$ cat src/design/fipg_pkg.sv
// Shared types and constants for the fault-injecting pulse generator.
package fipg_pkg;

  localparam int unsigned TimeW    = 32;
  localparam int unsigned DrawW    = 17;
  localparam int unsigned NarrowW  = 16;
  localparam int unsigned PairsW   = 7;
  localparam int unsigned LeftW    = 8;
  localparam int unsigned CfgIdxW  = 3;
  localparam int unsigned CfgDataW = 32;
  localparam int unsigned InDataW  = 56;
  localparam int unsigned OutDataW = 8;

  localparam logic [TimeW-1:0]   HalfPeriodRst = 32'd500000;
  localparam logic [NarrowW-1:0] SkipMin       = 16'd2;

  // Register indexes of the configuration port
  typedef enum logic [CfgIdxW-1:0] {
    REG_RUN_ENABLE     = 3'd0,
    REG_HALF_PERIOD    = 3'd1,
    REG_BOUNCE_ENABLE  = 3'd2,
    REG_BOUNCE_PAIRS   = 3'd3,
    REG_BOUNCE_WIDTH   = 3'd4,
    REG_DROPOUT_ENABLE = 3'd5,
    REG_SKIP_INTERVAL  = 3'd6,
    REG_JITTER_MAX     = 3'd7
  } cfg_reg_e;

  typedef struct packed {
    logic               run_enable;
    logic [TimeW-1:0]   half_period_us;
    logic               bounce_enable;
    logic [PairsW-1:0]  bounce_pairs;
    logic [NarrowW-1:0] bounce_width_us;
    logic               dropout_enable;
    logic [NarrowW-1:0] skip_interval;
    logic [NarrowW-1:0] jitter_max_us;
  } cfg_t;

  // State side effects of a register write
  typedef struct packed {
    logic run_stop;
    logic bounce_stop;
    logic phase_clr;
  } clr_t;

  typedef struct packed {
    logic               pulse_level;
    logic               in_bounce;
    logic [LeftW-1:0]   bounce_left;
    logic [TimeW-1:0]   bounce_ref_time;
    logic [TimeW-1:0]   last_toggle_time;
    logic [NarrowW-1:0] dropout_phase;
  } state_t;

  typedef struct packed {
    logic toggle_skipped;
    logic bouncing;
    logic pin_level;
  } result_t;

endpackage

$ cat src/design/fipg_cfg_regs.sv
// Configuration register file and the state clears that writes trigger.
module fipg_cfg_regs
  import fipg_pkg::*;
(
  input  logic                clk_i,
  input  logic                rst_ni,
  input  logic                we_i,
  input  logic [CfgIdxW-1:0]  idx_i,
  input  logic [CfgDataW-1:0] data_i,
  output cfg_t                cfg_o,
  output clr_t                clr_o
);

  cfg_t cfg_q, cfg_d;
  clr_t clr;

  // Decode a write request
  always_comb begin
    cfg_d = cfg_q;
    clr   = '0;
    if (we_i) begin
      unique case (cfg_reg_e'(idx_i))
        REG_RUN_ENABLE: begin
          cfg_d.run_enable = data_i[0];
          clr.run_stop     = ~data_i[0];
        end
        REG_HALF_PERIOD:   cfg_d.half_period_us = data_i[TimeW-1:0];
        REG_BOUNCE_ENABLE: begin
          cfg_d.bounce_enable = data_i[0];
          clr.bounce_stop     = ~data_i[0];
        end
        REG_BOUNCE_PAIRS:  cfg_d.bounce_pairs = data_i[PairsW-1:0];
        REG_BOUNCE_WIDTH:  cfg_d.bounce_width_us = data_i[NarrowW-1:0];
        REG_DROPOUT_ENABLE: begin
          cfg_d.dropout_enable = data_i[0];
          clr.phase_clr        = 1'b1;
        end
        REG_SKIP_INTERVAL: begin
          cfg_d.skip_interval = data_i[NarrowW-1:0];
          clr.phase_clr       = 1'b1;
        end
        REG_JITTER_MAX:    cfg_d.jitter_max_us = data_i[NarrowW-1:0];
        default: ;
      endcase
    end
  end

  always_ff @(posedge clk_i or negedge rst_ni) begin
    if (!rst_ni) begin
      cfg_q <= '{run_enable: 1'b0, half_period_us: HalfPeriodRst, bounce_enable: 1'b0,
                 bounce_pairs: '0, bounce_width_us: '0, dropout_enable: 1'b0,
                 skip_interval: SkipMin, jitter_max_us: '0};
    end else begin
      cfg_q <= cfg_d;
    end
  end

  assign cfg_o = cfg_q;
  assign clr_o = clr;

endmodule

$ cat src/design/fipg_step.sv
// Single-pass poll update: jittered period, dropout, bounce and level toggle.
module fipg_step
  import fipg_pkg::*;
(
  input  cfg_t                    cfg_i,
  input  state_t                  state_i,
  input  logic [TimeW-1:0]        now_i,
  input  logic signed [DrawW-1:0] draw_i,
  output state_t                  state_o,
  output result_t                 result_o
);

  logic signed [DrawW:0]   draw_x;
  logic signed [DrawW:0]   lim_x;
  logic signed [DrawW:0]   jit;
  logic signed [TimeW+1:0] period_x;
  logic [TimeW-1:0]        period;
  logic [TimeW-1:0]        since_toggle;
  logic [TimeW-1:0]        since_bounce;
  logic [NarrowW-1:0]      skip_n;
  logic [NarrowW-1:0]      phase_inc;
  logic                    drop;
  logic                    new_level;

  // Jitter clamp and period floor
  always_comb begin
    draw_x = {draw_i[DrawW-1], draw_i};
    lim_x  = $signed({2'b00, cfg_i.jitter_max_us});
    jit    = '0;
    if (cfg_i.jitter_max_us != '0) begin
      if (draw_x > lim_x)       jit = lim_x;
      else if (draw_x < -lim_x) jit = -lim_x;
      else                      jit = draw_x;
    end
    period_x = $signed({2'b00, cfg_i.half_period_us})
             + $signed({{(TimeW+1-DrawW){jit[DrawW]}}, jit});
    if (period_x < $signed((TimeW+2)'(1))) period = TimeW'(1);
    else                                   period = period_x[TimeW-1:0];
  end

  assign since_toggle = now_i - state_i.last_toggle_time;
  assign since_bounce = now_i - state_i.bounce_ref_time;
  assign skip_n       = (cfg_i.skip_interval < SkipMin) ? SkipMin : cfg_i.skip_interval;
  assign phase_inc    = state_i.dropout_phase + NarrowW'(1);
  assign new_level    = ~state_i.pulse_level;

  // State update for one poll
  always_comb begin
    state_o  = state_i;
    drop     = 1'b0;
    result_o = '0;
    if (!cfg_i.run_enable) begin
      state_o.last_toggle_time = now_i;
    end else begin
      if (state_i.in_bounce) begin
        if (since_bounce >= {{(TimeW-NarrowW){1'b0}}, cfg_i.bounce_width_us}) begin
          state_o.pulse_level     = new_level;
          state_o.bounce_ref_time = now_i;
          state_o.bounce_left     = state_i.bounce_left - LeftW'(1);
          if (state_i.bounce_left == LeftW'(1)) state_o.in_bounce = 1'b0;
        end
      end else if (since_toggle >= period) begin
        state_o.last_toggle_time = now_i;
        if (cfg_i.dropout_enable) begin
          if (phase_inc >= skip_n) begin
            drop                  = 1'b1;
            state_o.dropout_phase = '0;
          end else begin
            state_o.dropout_phase = phase_inc;
          end
        end
        if (!drop) begin
          state_o.pulse_level = new_level;
          if (cfg_i.bounce_enable && new_level && cfg_i.bounce_pairs != '0) begin
            state_o.in_bounce       = 1'b1;
            state_o.bounce_left     = {cfg_i.bounce_pairs, 1'b0};
            state_o.bounce_ref_time = now_i;
          end
        end
      end
      result_o.pin_level      = state_o.pulse_level;
      result_o.bouncing       = state_o.in_bounce;
      result_o.toggle_skipped = drop;
    end
  end

endmodule

$ cat src/design/fault_injecting_pulse_generator_core.sv
// Top level of the fault-injecting pulse generator: poll stream in, pin level stream out.
//
// Each poll request (timestamp and signed jitter draw) yields exactly one result request
// with the pin level, a bounce-in-progress flag and a dropped-toggle flag. Polls are taken
// at one per clock unless the output stalls: a poll lands in an input register, then the
// whole state update (jitter clamp, elapsed-time compare, dropout counter, bounce
// sequencer) runs in one pass and loads the result register, and throughput is set
// only by the output side's tready. Configuration writes are always accepted (cfg_ready_o
// is tied high) and take effect on the next cycle; write them only while no poll is in
// flight. Writing run_enable 0 drops the pin low and aborts bounce, writing bounce_enable 0
// aborts bounce, and writing dropout_enable or skip_interval restarts the dropout count.
module fault_injecting_pulse_generator_core
  import fipg_pkg::*;
(
  input  logic                clk_i,
  input  logic                rst_ni,
  input  logic                s_axis_tvalid_i,
  output logic                s_axis_tready_o,
  // [31:0] now_us, [48:32] jitter_draw, [55:49] zero
  input  logic [InDataW-1:0]  s_axis_tdata_i,
  output logic                m_axis_tvalid_o,
  input  logic                m_axis_tready_i,
  // [0] pin_level, [1] bouncing, [2] toggle_skipped, [7:3] zero
  output logic [OutDataW-1:0] m_axis_tdata_o,
  input  logic                cfg_valid_i,
  output logic                cfg_ready_o,
  input  logic [CfgIdxW-1:0]  cfg_index_i,
  input  logic [CfgDataW-1:0] cfg_data_i
);

  cfg_t    cfg;
  clr_t    clr;
  state_t  state_q, state_d, step_state;
  result_t step_res;

  logic                    in_valid_q;
  logic [TimeW-1:0]        in_now_q;
  logic signed [DrawW-1:0] in_draw_q;
  logic                    out_valid_q;
  result_t                 out_res_q;
  logic                    advance;
  logic                    take;

  assign cfg_ready_o = 1'b1;

  fipg_cfg_regs u_cfg (
    .clk_i  (clk_i),
    .rst_ni (rst_ni),
    .we_i   (cfg_valid_i),
    .idx_i  (cfg_index_i),
    .data_i (cfg_data_i),
    .cfg_o  (cfg),
    .clr_o  (clr)
  );

  fipg_step u_step (
    .cfg_i    (cfg),
    .state_i  (state_q),
    .now_i    (in_now_q),
    .draw_i   (in_draw_q),
    .state_o  (step_state),
    .result_o (step_res)
  );

  // Handshake: the input stage moves when the result register is free or being drained
  assign advance         = ~out_valid_q | m_axis_tready_i;
  assign s_axis_tready_o = ~in_valid_q | advance;
  assign take            = s_axis_tvalid_i & s_axis_tready_o;

  // Input register
  always_ff @(posedge clk_i or negedge rst_ni) begin
    if (!rst_ni) begin
      in_valid_q <= 1'b0;
    end else if (s_axis_tready_o) begin
      in_valid_q <= s_axis_tvalid_i;
    end
  end

  always_ff @(posedge clk_i) begin
    if (take) begin
      in_now_q  <= s_axis_tdata_i[TimeW-1:0];
      in_draw_q <= $signed(s_axis_tdata_i[TimeW+DrawW-1:TimeW]);
    end
  end

  // Generator state: register writes first, poll updates otherwise
  always_comb begin
    state_d = state_q;
    if (cfg_valid_i) begin
      if (clr.run_stop) begin
        state_d.pulse_level = 1'b0;
        state_d.in_bounce   = 1'b0;
        state_d.bounce_left = '0;
      end
      if (clr.bounce_stop) begin
        state_d.in_bounce   = 1'b0;
        state_d.bounce_left = '0;
      end
      if (clr.phase_clr) state_d.dropout_phase = '0;
    end else if (in_valid_q && advance) begin
      state_d = step_state;
    end
  end

  always_ff @(posedge clk_i or negedge rst_ni) begin
    if (!rst_ni) begin
      state_q <= '0;
    end else begin
      state_q <= state_d;
    end
  end

  // Result register
  always_ff @(posedge clk_i or negedge rst_ni) begin
    if (!rst_ni) begin
      out_valid_q <= 1'b0;
    end else if (advance) begin
      out_valid_q <= in_valid_q;
    end
  end

  always_ff @(posedge clk_i) begin
    if (in_valid_q && advance) out_res_q <= step_res;
  end

  assign m_axis_tvalid_o = out_valid_q;
  assign m_axis_tdata_o  = {{(OutDataW-3){1'b0}}, out_res_q.toggle_skipped,
                            out_res_q.bouncing, out_res_q.pin_level};

  // A running bounce always has toggles left to make
  a_bounce_left : assert property (@(posedge clk_i) disable iff (!rst_ni)
    state_q.in_bounce |-> state_q.bounce_left != '0)
    else $error("bounce active with no toggles left");

  // Bounce only exists while generating with bounce enabled
  a_bounce_cfg : assert property (@(posedge clk_i) disable iff (!rst_ni)
    state_q.in_bounce |-> (cfg.run_enable && cfg.bounce_enable))
    else $error("bounce active while disabled");

  // Dropout counter stays below the effective interval
  a_phase_range : assert property (@(posedge clk_i) disable iff (!rst_ni)
    cfg.dropout_enable |-> (state_q.dropout_phase < cfg.skip_interval ||
                            state_q.dropout_phase < SkipMin))
    else $error("dropout phase out of range");

endmodule
$ cat config.mk
export PLATFORM = sky130hd
export DESIGN_NAME = fault_injecting_pulse_generator_core
export DESIGN_NICKNAME = d
export VERILOG_FILES = /design/src/design/fipg_pkg.sv /design/src/design/fipg_cfg_regs.sv /design/src/design/fipg_step.sv /design/src/design/fault_injecting_pulse_generator_core.sv
export SDC_FILE = /design/constraint.sdc
export NUM_CORES = 1
export LEC_CHECK = 0
export BUFFER_PORTS_ARGS = -buffer_cell sky130_fd_sc_hd__buf_2
export CAP_MARGIN = 20
export CELL_PAD_IN_SITES_DETAIL_PLACEMENT = 1
export CELL_PAD_IN_SITES_GLOBAL_PLACEMENT = 1
export CORE_MARGIN = 5
export CORE_UTILIZATION = 40
export CTS_CLUSTER_DIAMETER = 150
export CTS_CLUSTER_SIZE = 8
export DETAILED_ROUTE_END_ITERATION = 12
export GPL_ROUTABILITY_DRIVEN = 1
export GPL_TIMING_DRIVEN = 0
export MAX_ROUTING_LAYER = met4
export PLACE_DENSITY = 0.75
export RECOVER_POWER = 50
export SLEW_MARGIN = 10
export SYNTH_ARGS = -nofsm -noshare
export SYNTH_HDL_FRONTEND = slang
export SYNTH_SLANG_ARGS = --single-unit
$ cat constraint.sdc
create_clock -name clk_i -period 14.8 [get_ports clk_i]
set_input_delay 4.44 -clock clk_i [delete_from_list [all_inputs] [get_ports clk_i]]
set_output_delay 4.44 -clock clk_i [all_outputs]
set_load 0.01 [all_outputs]
==> flow_summary.ini, run 1 <==
[status]
status = complete, but fails checks
violations = capacitance limit, slew limit

[cells_and_area]
final_cells = 2590
multi_input_area_sq_mm = 0.01055
syn_to_final_growth_pct = 12.97
nNetsFinal = 2274
fin_area_sq_mm = 0.01976
register_area_sq_mm = 0.006126
fill_cells = 5018
drive_gt1_share_pct = 15.66
n_antenna_cell = 0
final_core_util_pct = 45.78

[global_routing]
grt_first_pass_wirelength_um = 79470
grt_pass1_vias = 15170
grt_max_degree = 104
grt-ovfl-total = 0
grt_usage_pct = 20.78
grt_antenna_before_repair = 0

[clock_tree]
cts_resized = 0
cts_tree = yes
cts_setup_buffers = 0
cts_hold_buffers = 0
path_clk_slew_ns = 0.05
cts_sinks = 234
clk_path_buf_depth = 3
numCtsBuffers = 35
clock_insertion_delay_worst_skew_ns = 0.54
cts_root_buffer = clkbuf_16
htree_levels = 2

[setup_path]
slowest_stage = or4b_2
crit_top_cell = nor2_1
cp.arrival_ns = 14.01
worstSetupStartpointType = register
required_ns = 15.20
end_kind = register
cpPeakStageDelay_ns = 0.62
critPathKind = register to register
worstPathMaxFanout = 10

[sta]
fin_setup_tns_ns = 0
skew_ns = 0.03425
min_period_ns = 13.61
setup_viol_count_final = 0
period_share_pct = 91.97
report.final.hold_viol_count = 0
whs_ns = 0.4903
timing.fmax_mhz = 73.46
rsz0062_at_grt = no
worst_pin_slew_ns = 5.393
slew_viol_final = 185
maxSlewHeadroom_pct = -259.5

[logic_synthesis]
ys_seq_area_share_pct = 35.02
synth_edf_count = 52
synth-async-reset-ratio_pct = 77.78
synth.largest_area_cell = dfrtp_1
synth_area_per_cell_sq_um = 9.476
synth_area_sq_mm = 0.01749
syn_inst = 1846
synth.area.top_cells = dfrtp_1 (25%), ha_1 (14%), edfxtp_1 (8.9%)
synth_flop_cell = dfrtp_1
ys_seq_elements = 234
synth_top_area_share_pct = 24.89
yosys_warnings = 0
ys_types = 83

[power_and_ir_drop]
p_int_mw = 2.296
combPwrFrac_pct = 57.2
swShare_pct = 42.72
seq_power_share_pct = 23.8
clkPwrFrac_pct = 19.1
peakVddDrop_uv = 97.69
leakage_nw = 8.938
power.density_mw_per_mm2 = 202.8
p_switching_mw = 1.713

[detailed_routing]
wl_per_cell_um = 18.77
drc = 0
dr.pass1.iters = 5
drt_wl_total_um = 48620
drtAntennaViolNets = 0
drtIter0Drc = 591
vias = 14250
viasPerCell = 5.502

[floorplanning]
initial_core_util_pct = 40.52
dieWidth_um = 219.1
num_rows = 76
core_sq_mm = 0.04317
fp.dieH_um = 219.1
die_area_sq_mm = 0.04802
io_pins = 107

[placement]
place_inst = 2527
hpwlAfterDp_um = 37950
gp_congestion = 0.8879
placed_area_sq_mm = 0.01877
portBuffers = 90

[min_path]
hold_class = register to register

[flow_run]
max_cap_viol_count = 2
-- sequential cells by signal, summed over array words and instances (netlist names) --
signal,cells
in_draw_q,17
in_now_q,32
in_valid_q,1
m_axis_tdata_o,3
m_axis_tvalid_o,1
state_q,90
u_cfg.cfg_o,90
-- cells in the final DEF, fill, tap and decap left out, types with 9 or more instances in the layout --
master,Yosys,routed
o21a_1,26,26
a31oi_1,23,23
a211oi_1,18,17
nor3_1,37,36
o211ai_1,10,10
or3_1,15,15
inv_1,159,159
nor2_1,110,110
ha_1,196,196
nand4_1,23,23
nor2b_1,19,19
clkbuf_1,38,66
a21o_1,48,48
and3_1,14,14
a211o_1,9,9
or2_2,10,10
clkbuf_16,0,37
mux2i_1,9,9
o21bai_1,16,16
nand2_1,140,140
edfxtp_1,52,52
mux2_4,30,30
xor2_1,38,38
nand3_1,38,38
nor4_1,11,11
mux2_2,105,105
dfrtp_1,174,174
buf_2,3,91
o21ai_0,120,120
o31ai_1,9,9
nand2b_1,38,38
xnor2_1,60,60
a21oi_1,117,117
-- Yosys cell counts, drive strengths merged (16+ instances only) --
cell / n
a211oi: 21
a21o: 48
a21oi: 117
a31oi: 23
buf: 16
clkbuf: 38
dfrtp: 174
edfxtp: 52
ha: 196
inv: 160
mux2: 135
nand2: 140
nand2b: 38
nand3: 38
nand4: 23
nor2: 110
nor2b: 19
nor3: 38
o21a: 26
o21ai: 124
o21bai: 16
xnor2: 60
xor2: 38
-- worst paths after layout --
kind                                     start         endpoint  slack (ns)  depth (start not counted)
worst min register to register      in_valid_q  m_axis_tvalid_o        0.49                          1
min in group asynchronous               rst_ni      state_q[14]        5.52                          1
max in group asynchronous               rst_ni      state_q[77]        2.43                          2
worst max register to register  u_cfg.cfg_o[1]      state_q[21]        1.19                         48
worst max-delay path            u_cfg.cfg_o[1]      state_q[21]        1.19                         48
worst min-delay path                in_valid_q  m_axis_tvalid_o        0.49                          1
-- power groups by stage --
stage                     Clock, mW  Combinational, mW  Sequential, mW
final                         0.765               2.29           0.952
after global routing          0.815               2.58           0.973
after CTS                     0.790               2.30           0.952
after detailed placement          0               2.28           0.960
after global placement            0               2.15           0.951
after floorplan                   0               1.73           0.922
-- metal layers --
| layer | track usage, % | wire length [um] | vias to the layer above |
|---|---|---|---|
| met1 | 26.59 | 22440 | 7053 |
| met2 | 34.83 | 23530 | 195 |
| met3 | 2.538 | 1371 | 77 |
| met5 | - | 0 | - |
| li1 | - | - | 6924 |
| met4 | 6.113 | 1283 | 0 |
-- area by class of cell --
class | count | area share, %
Clock inverter | 1 | 0.04432
Sequential cell | 234 | 31.00
Timing Repair Buffer | 92 | 2.387
Buffer | 54 | 1.311
Clock buffer | 62 | 5.160
Inverter | 160 | 3.039
Tap cell | 585 | 3.704
Multi-Input combinational cell | 1402 | 53.36
-- metrics by stage --
step                setup slack, ns  power (mW)
finish                        1.188       4.009
global route                 0.2438       4.367
CTS                          0.8355       4.043
detailed placement           0.9170       3.235
global placement             0.7243       3.101
floorplan                     3.962       2.648
-- worst max-delay path, delay by kind of cell (launching register included) --
kind / cells / cell delay, ns
AOI/OAI and AO/OA: 19 / 4.86
and+or+nand+nor: 16 / 3.66
buffers and inverters: 8 / 2.88
adders and majority gates: 4 / 1.22
DFF: 1 / 0.43
muxes: 1 / 0.41
-- cells by family after synthesis --
| kind of cell | share of synthesized area, % |
|---|---|
| other | 0.04293 |
| flip-flops | 35.02 |
| AND/OR/NAND/NOR | 13.75 |
| multiplexers | 9.849 |
| buffers and inverters | 4.914 |
| XOR/XNOR | 4.907 |
| adder cells (fa/ha/maj) | 14.36 |
| AO/OA/AOI/OAI | 17.16 |
Power figures use the tool's default switching activity.
==> inputs of run 2 (changes only) <==
--- a/config.mk
+++ b/config.mk
@@ -5,6 +5,7 @@
 export SDC_FILE = /design/constraint.sdc
 export NUM_CORES = 1
 export LEC_CHECK = 0
+export ABC_AREA = 1
 export BUFFER_PORTS_ARGS = -buffer_cell sky130_fd_sc_hd__buf_2
 export CAP_MARGIN = 20
 export CELL_PAD_IN_SITES_DETAIL_PLACEMENT = 1
@@ -17,7 +18,7 @@
 export GPL_ROUTABILITY_DRIVEN = 1
 export GPL_TIMING_DRIVEN = 0
 export MAX_ROUTING_LAYER = met4
-export PLACE_DENSITY = 0.75
+export PLACE_DENSITY = 0.78
 export RECOVER_POWER = 50
 export SLEW_MARGIN = 10
 export SYNTH_ARGS = -nofsm -noshare
==> run 2 against run 1 <==
Effect of this change: the flow still finishes with violations (capacitance limit, slew limit); synthesized cell count increased by 36%; sequential share of layout area fell by 1.7 points; hold slack worse by 0.022 ns; register-to-register slack improved by 3.6 ns; sequential cell count did not move; wire length increased by 20%; sequential power fell by 2.6%; power increased by 3.6%; critical endpoint is now state_q[44].
==> flow_summary.ini, run 2 <==
[detailed_routing]
drc = 0
drtIter0Drc = 716
dr.pass1.iters = 5
drtAntennaViolNets = 0
drt_wl_total_um = 58480
vias = 17290
viasPerCell = 5.273
wl_per_cell_um = 17.83

[global_routing]
grt_max_degree = 108
grt_antenna_before_repair = 0
grt_usage_pct = 23.49
grt-ovfl-total = 0
grt_pass1_vias = 18610
grt_first_pass_wirelength_um = 94430

[clock_tree]
cts_resized = 0
numCtsBuffers = 35
cts_setup_buffers = 0
cts_root_buffer = clkbuf_16
cts_tree = yes
clock_insertion_delay_worst_skew_ns = 0.55
htree_levels = 2
cts_hold_buffers = 0
path_clk_slew_ns = 0.05
clk_path_buf_depth = 3
cts_sinks = 234

[logic_synthesis]
synth_flop_cell = dfrtp_1
synth-async-reset-ratio_pct = 77.78
synth_common_cells = nand2_1 (611), inv_1 (379), ha_1 (196)
syn_inst = 2517
ys_types = 57
synth.largest_area_cell = dfrtp_1
synth_top_area_share_pct = 23.37
synth_area_per_cell_sq_um = 7.402
synth_most_common_cell = nand2_1
ys_seq_area_share_pct = 32.88
synth.area.top_cells = dfrtp_1 (23%), ha_1 (13%), nand2_1 (12%)
synth_area_sq_mm = 0.01863
yosys_warnings = 0
synth_edf_count = 52
ys_seq_elements = 234

[floorplanning]
initial_core_util_pct = 40.19
num_rows = 79
dieWidth_um = 225.8
core_sq_mm = 0.04636
die_area_sq_mm = 0.05099
fp.dieH_um = 225.8
io_pins = 107

[setup_path]
required_ns = 15.18
critPathKind = register to register
worstSetupStartpointType = register
cpPeakStageDelay_ns = 0.54
slowest_stage = a21oi_2
crit_top_cell = nand2_1
worstPathMaxFanout = 10
end_kind = register
cp.arrival_ns = 10.41

[placement]
portBuffers = 93
gp_congestion = 0.9063
hpwlAfterDp_um = 47970

[sta]
period_share_pct = 67.79
report.final.hold_viol_count = 0
slew_viol_final = 76
worst_pin_slew_ns = 4.245
fin_setup_tns_ns = 0
rsz0062_at_grt = no
timing.fmax_mhz = 99.68
min_period_ns = 10.03
skew_ns = 0.02988
maxSlewHeadroom_pct = -183.0
setup_viol_count_final = 0

[cells_and_area]
final_cell_mix = nand2_1 (611), inv_1 (378), ha_1 (196)
drive_gt1_share_pct = 8.754
nNetsFinal = 2948
layout_commonest_cell = nand2_1
fill_cells = 5907
syn_to_final_growth_pct = 12.15
final_core_util_pct = 45.07
n_antenna_cell = 0

[status]
status = complete, but fails checks
violations = capacitance limit, slew limit

[power_and_ir_drop]
leakage_nw = 10.48
power.density_mw_per_mm2 = 198.7
peakVddDrop_uv = 100.5

[flow_run]
max_cap_viol_count = 1

[min_path]
hold_class = register to register
[run 2: changes by cell type after synthesis, moves of 34 or more]
cell,change
nand2b_1,-38
xnor2_1,-38
o21ai_0,+55
a21oi_1,+34
a21o_1,-42
nand3_1,+143
nand2_1,+471
mux2_2,-90
inv_1,+220
nor2_1,+51
xor2_1,+43
[run 2: through the flow]
| stage | total power, mW | hold slack [ns] | instances | setup slack [ns] | instance area, sq um |
|---|---|---|---|---|---|
| 2_1_floorplan | 2.713 | 0.4419 | 2521 | 5.736 | 18650 |
| 3_3_place_gp | 3.270 | 0.4550 | 3221 | 5.033 | 19870 |
| 3_5_place_dp | 3.409 | 0.4582 | 3223 | 4.668 | 19940 |
| 4_1_cts | 4.192 | 0.4721 | 3280 | 4.649 | 20910 |
| 5_1_grt | 4.551 | 0.4974 | 3280 | 4.008 | 20900 |
| 6_report | 4.151 | 0.4687 | 3280 | 4.768 | 20900 |
[run 2: logic make-up (layout without fill, tap and decap cells)]
kind of cell               count (synthesis)  in the layout  synth area share [%]
and+or+nand+nor                         1104           1104                 26.08
adders and majority gates                199            199                 13.48
buffers and inverters                    442            594                 9.455
DFF                                      234            234                 32.88
other                                      2              6               0.04031
muxes                                     15             15                0.9066
xor gates and xnor gates                 103            103                 4.842
AOI/OAI and AO/OA                        418            418                 12.31
[run 2: path summary, 6_finish.rpt]
check | cells past startpoint | start | slack [ns] | end
setup / recovery | 51 | u_cfg.cfg_o[0] | 4.77 | state_q[44]
hold / removal | 2 | state_q[75] | 0.47 | state_q[75]
setup reg to reg | 51 | u_cfg.cfg_o[0] | 4.77 | state_q[44]
hold reg to reg | 2 | state_q[75] | 0.47 | state_q[75]
max in group asynchronous | 1 | rst_ni | 7.01 | u_cfg.cfg_o[82]
min in group asynchronous | 1 | rst_ni | 5.39 | u_cfg.cfg_o[0]
[run 2: critical path, delay by kind of cell, from the launching register on]
kind            cells  cell delay (ns)
compound gates      4             1.27
simple gates       34             5.25
xor+xnor            1             0.22
flops               1             0.44
buf+inv             7             1.51
fa+ha+maj           5             1.15
[run 2: power by group]
| part | total [mW] | leakage (nW) | switching (mW) | internal [mW] |
|---|---|---|---|---|
| Sequential | 0.927 | 2.79 | 0.104 | 0.822 |
| Combinational | 2.48 | 7.22 | 1.61 | 0.870 |
| Clock | 0.742 | 0.471 | 0.304 | 0.438 |
[run 2: layer usage]
layer	vias to the layer above	GRT usage, %	wire length (um)	share of wire, %
met5	-	-	0	0
met3	97	2.275	1560	2.7
met1	8390	28.05	25450	44
met4	0	7.985	2017	3.4
met2	239	41.60	29460	50
li1	8568	-	-	-
[run 2: area by class of cell]
| type | count | area [sq um] | area share, % |
|---|---|---|---|
| plain buffers | 57 | 316.6 | 1.515 |
| repair buffers | 95 | 513.0 | 2.455 |
| clock buffers | 53 | 943.4 | 4.515 |
| clock inverters | 4 | 32.53 | 0.1557 |
| flip-flops and latches | 234 | 6126 | 29.32 |
| well taps | 607 | 759.5 | 3.635 |
| multi-input cells | 1845 | 10760 | 51.49 |
| inverters | 385 | 1445 | 6.916 |
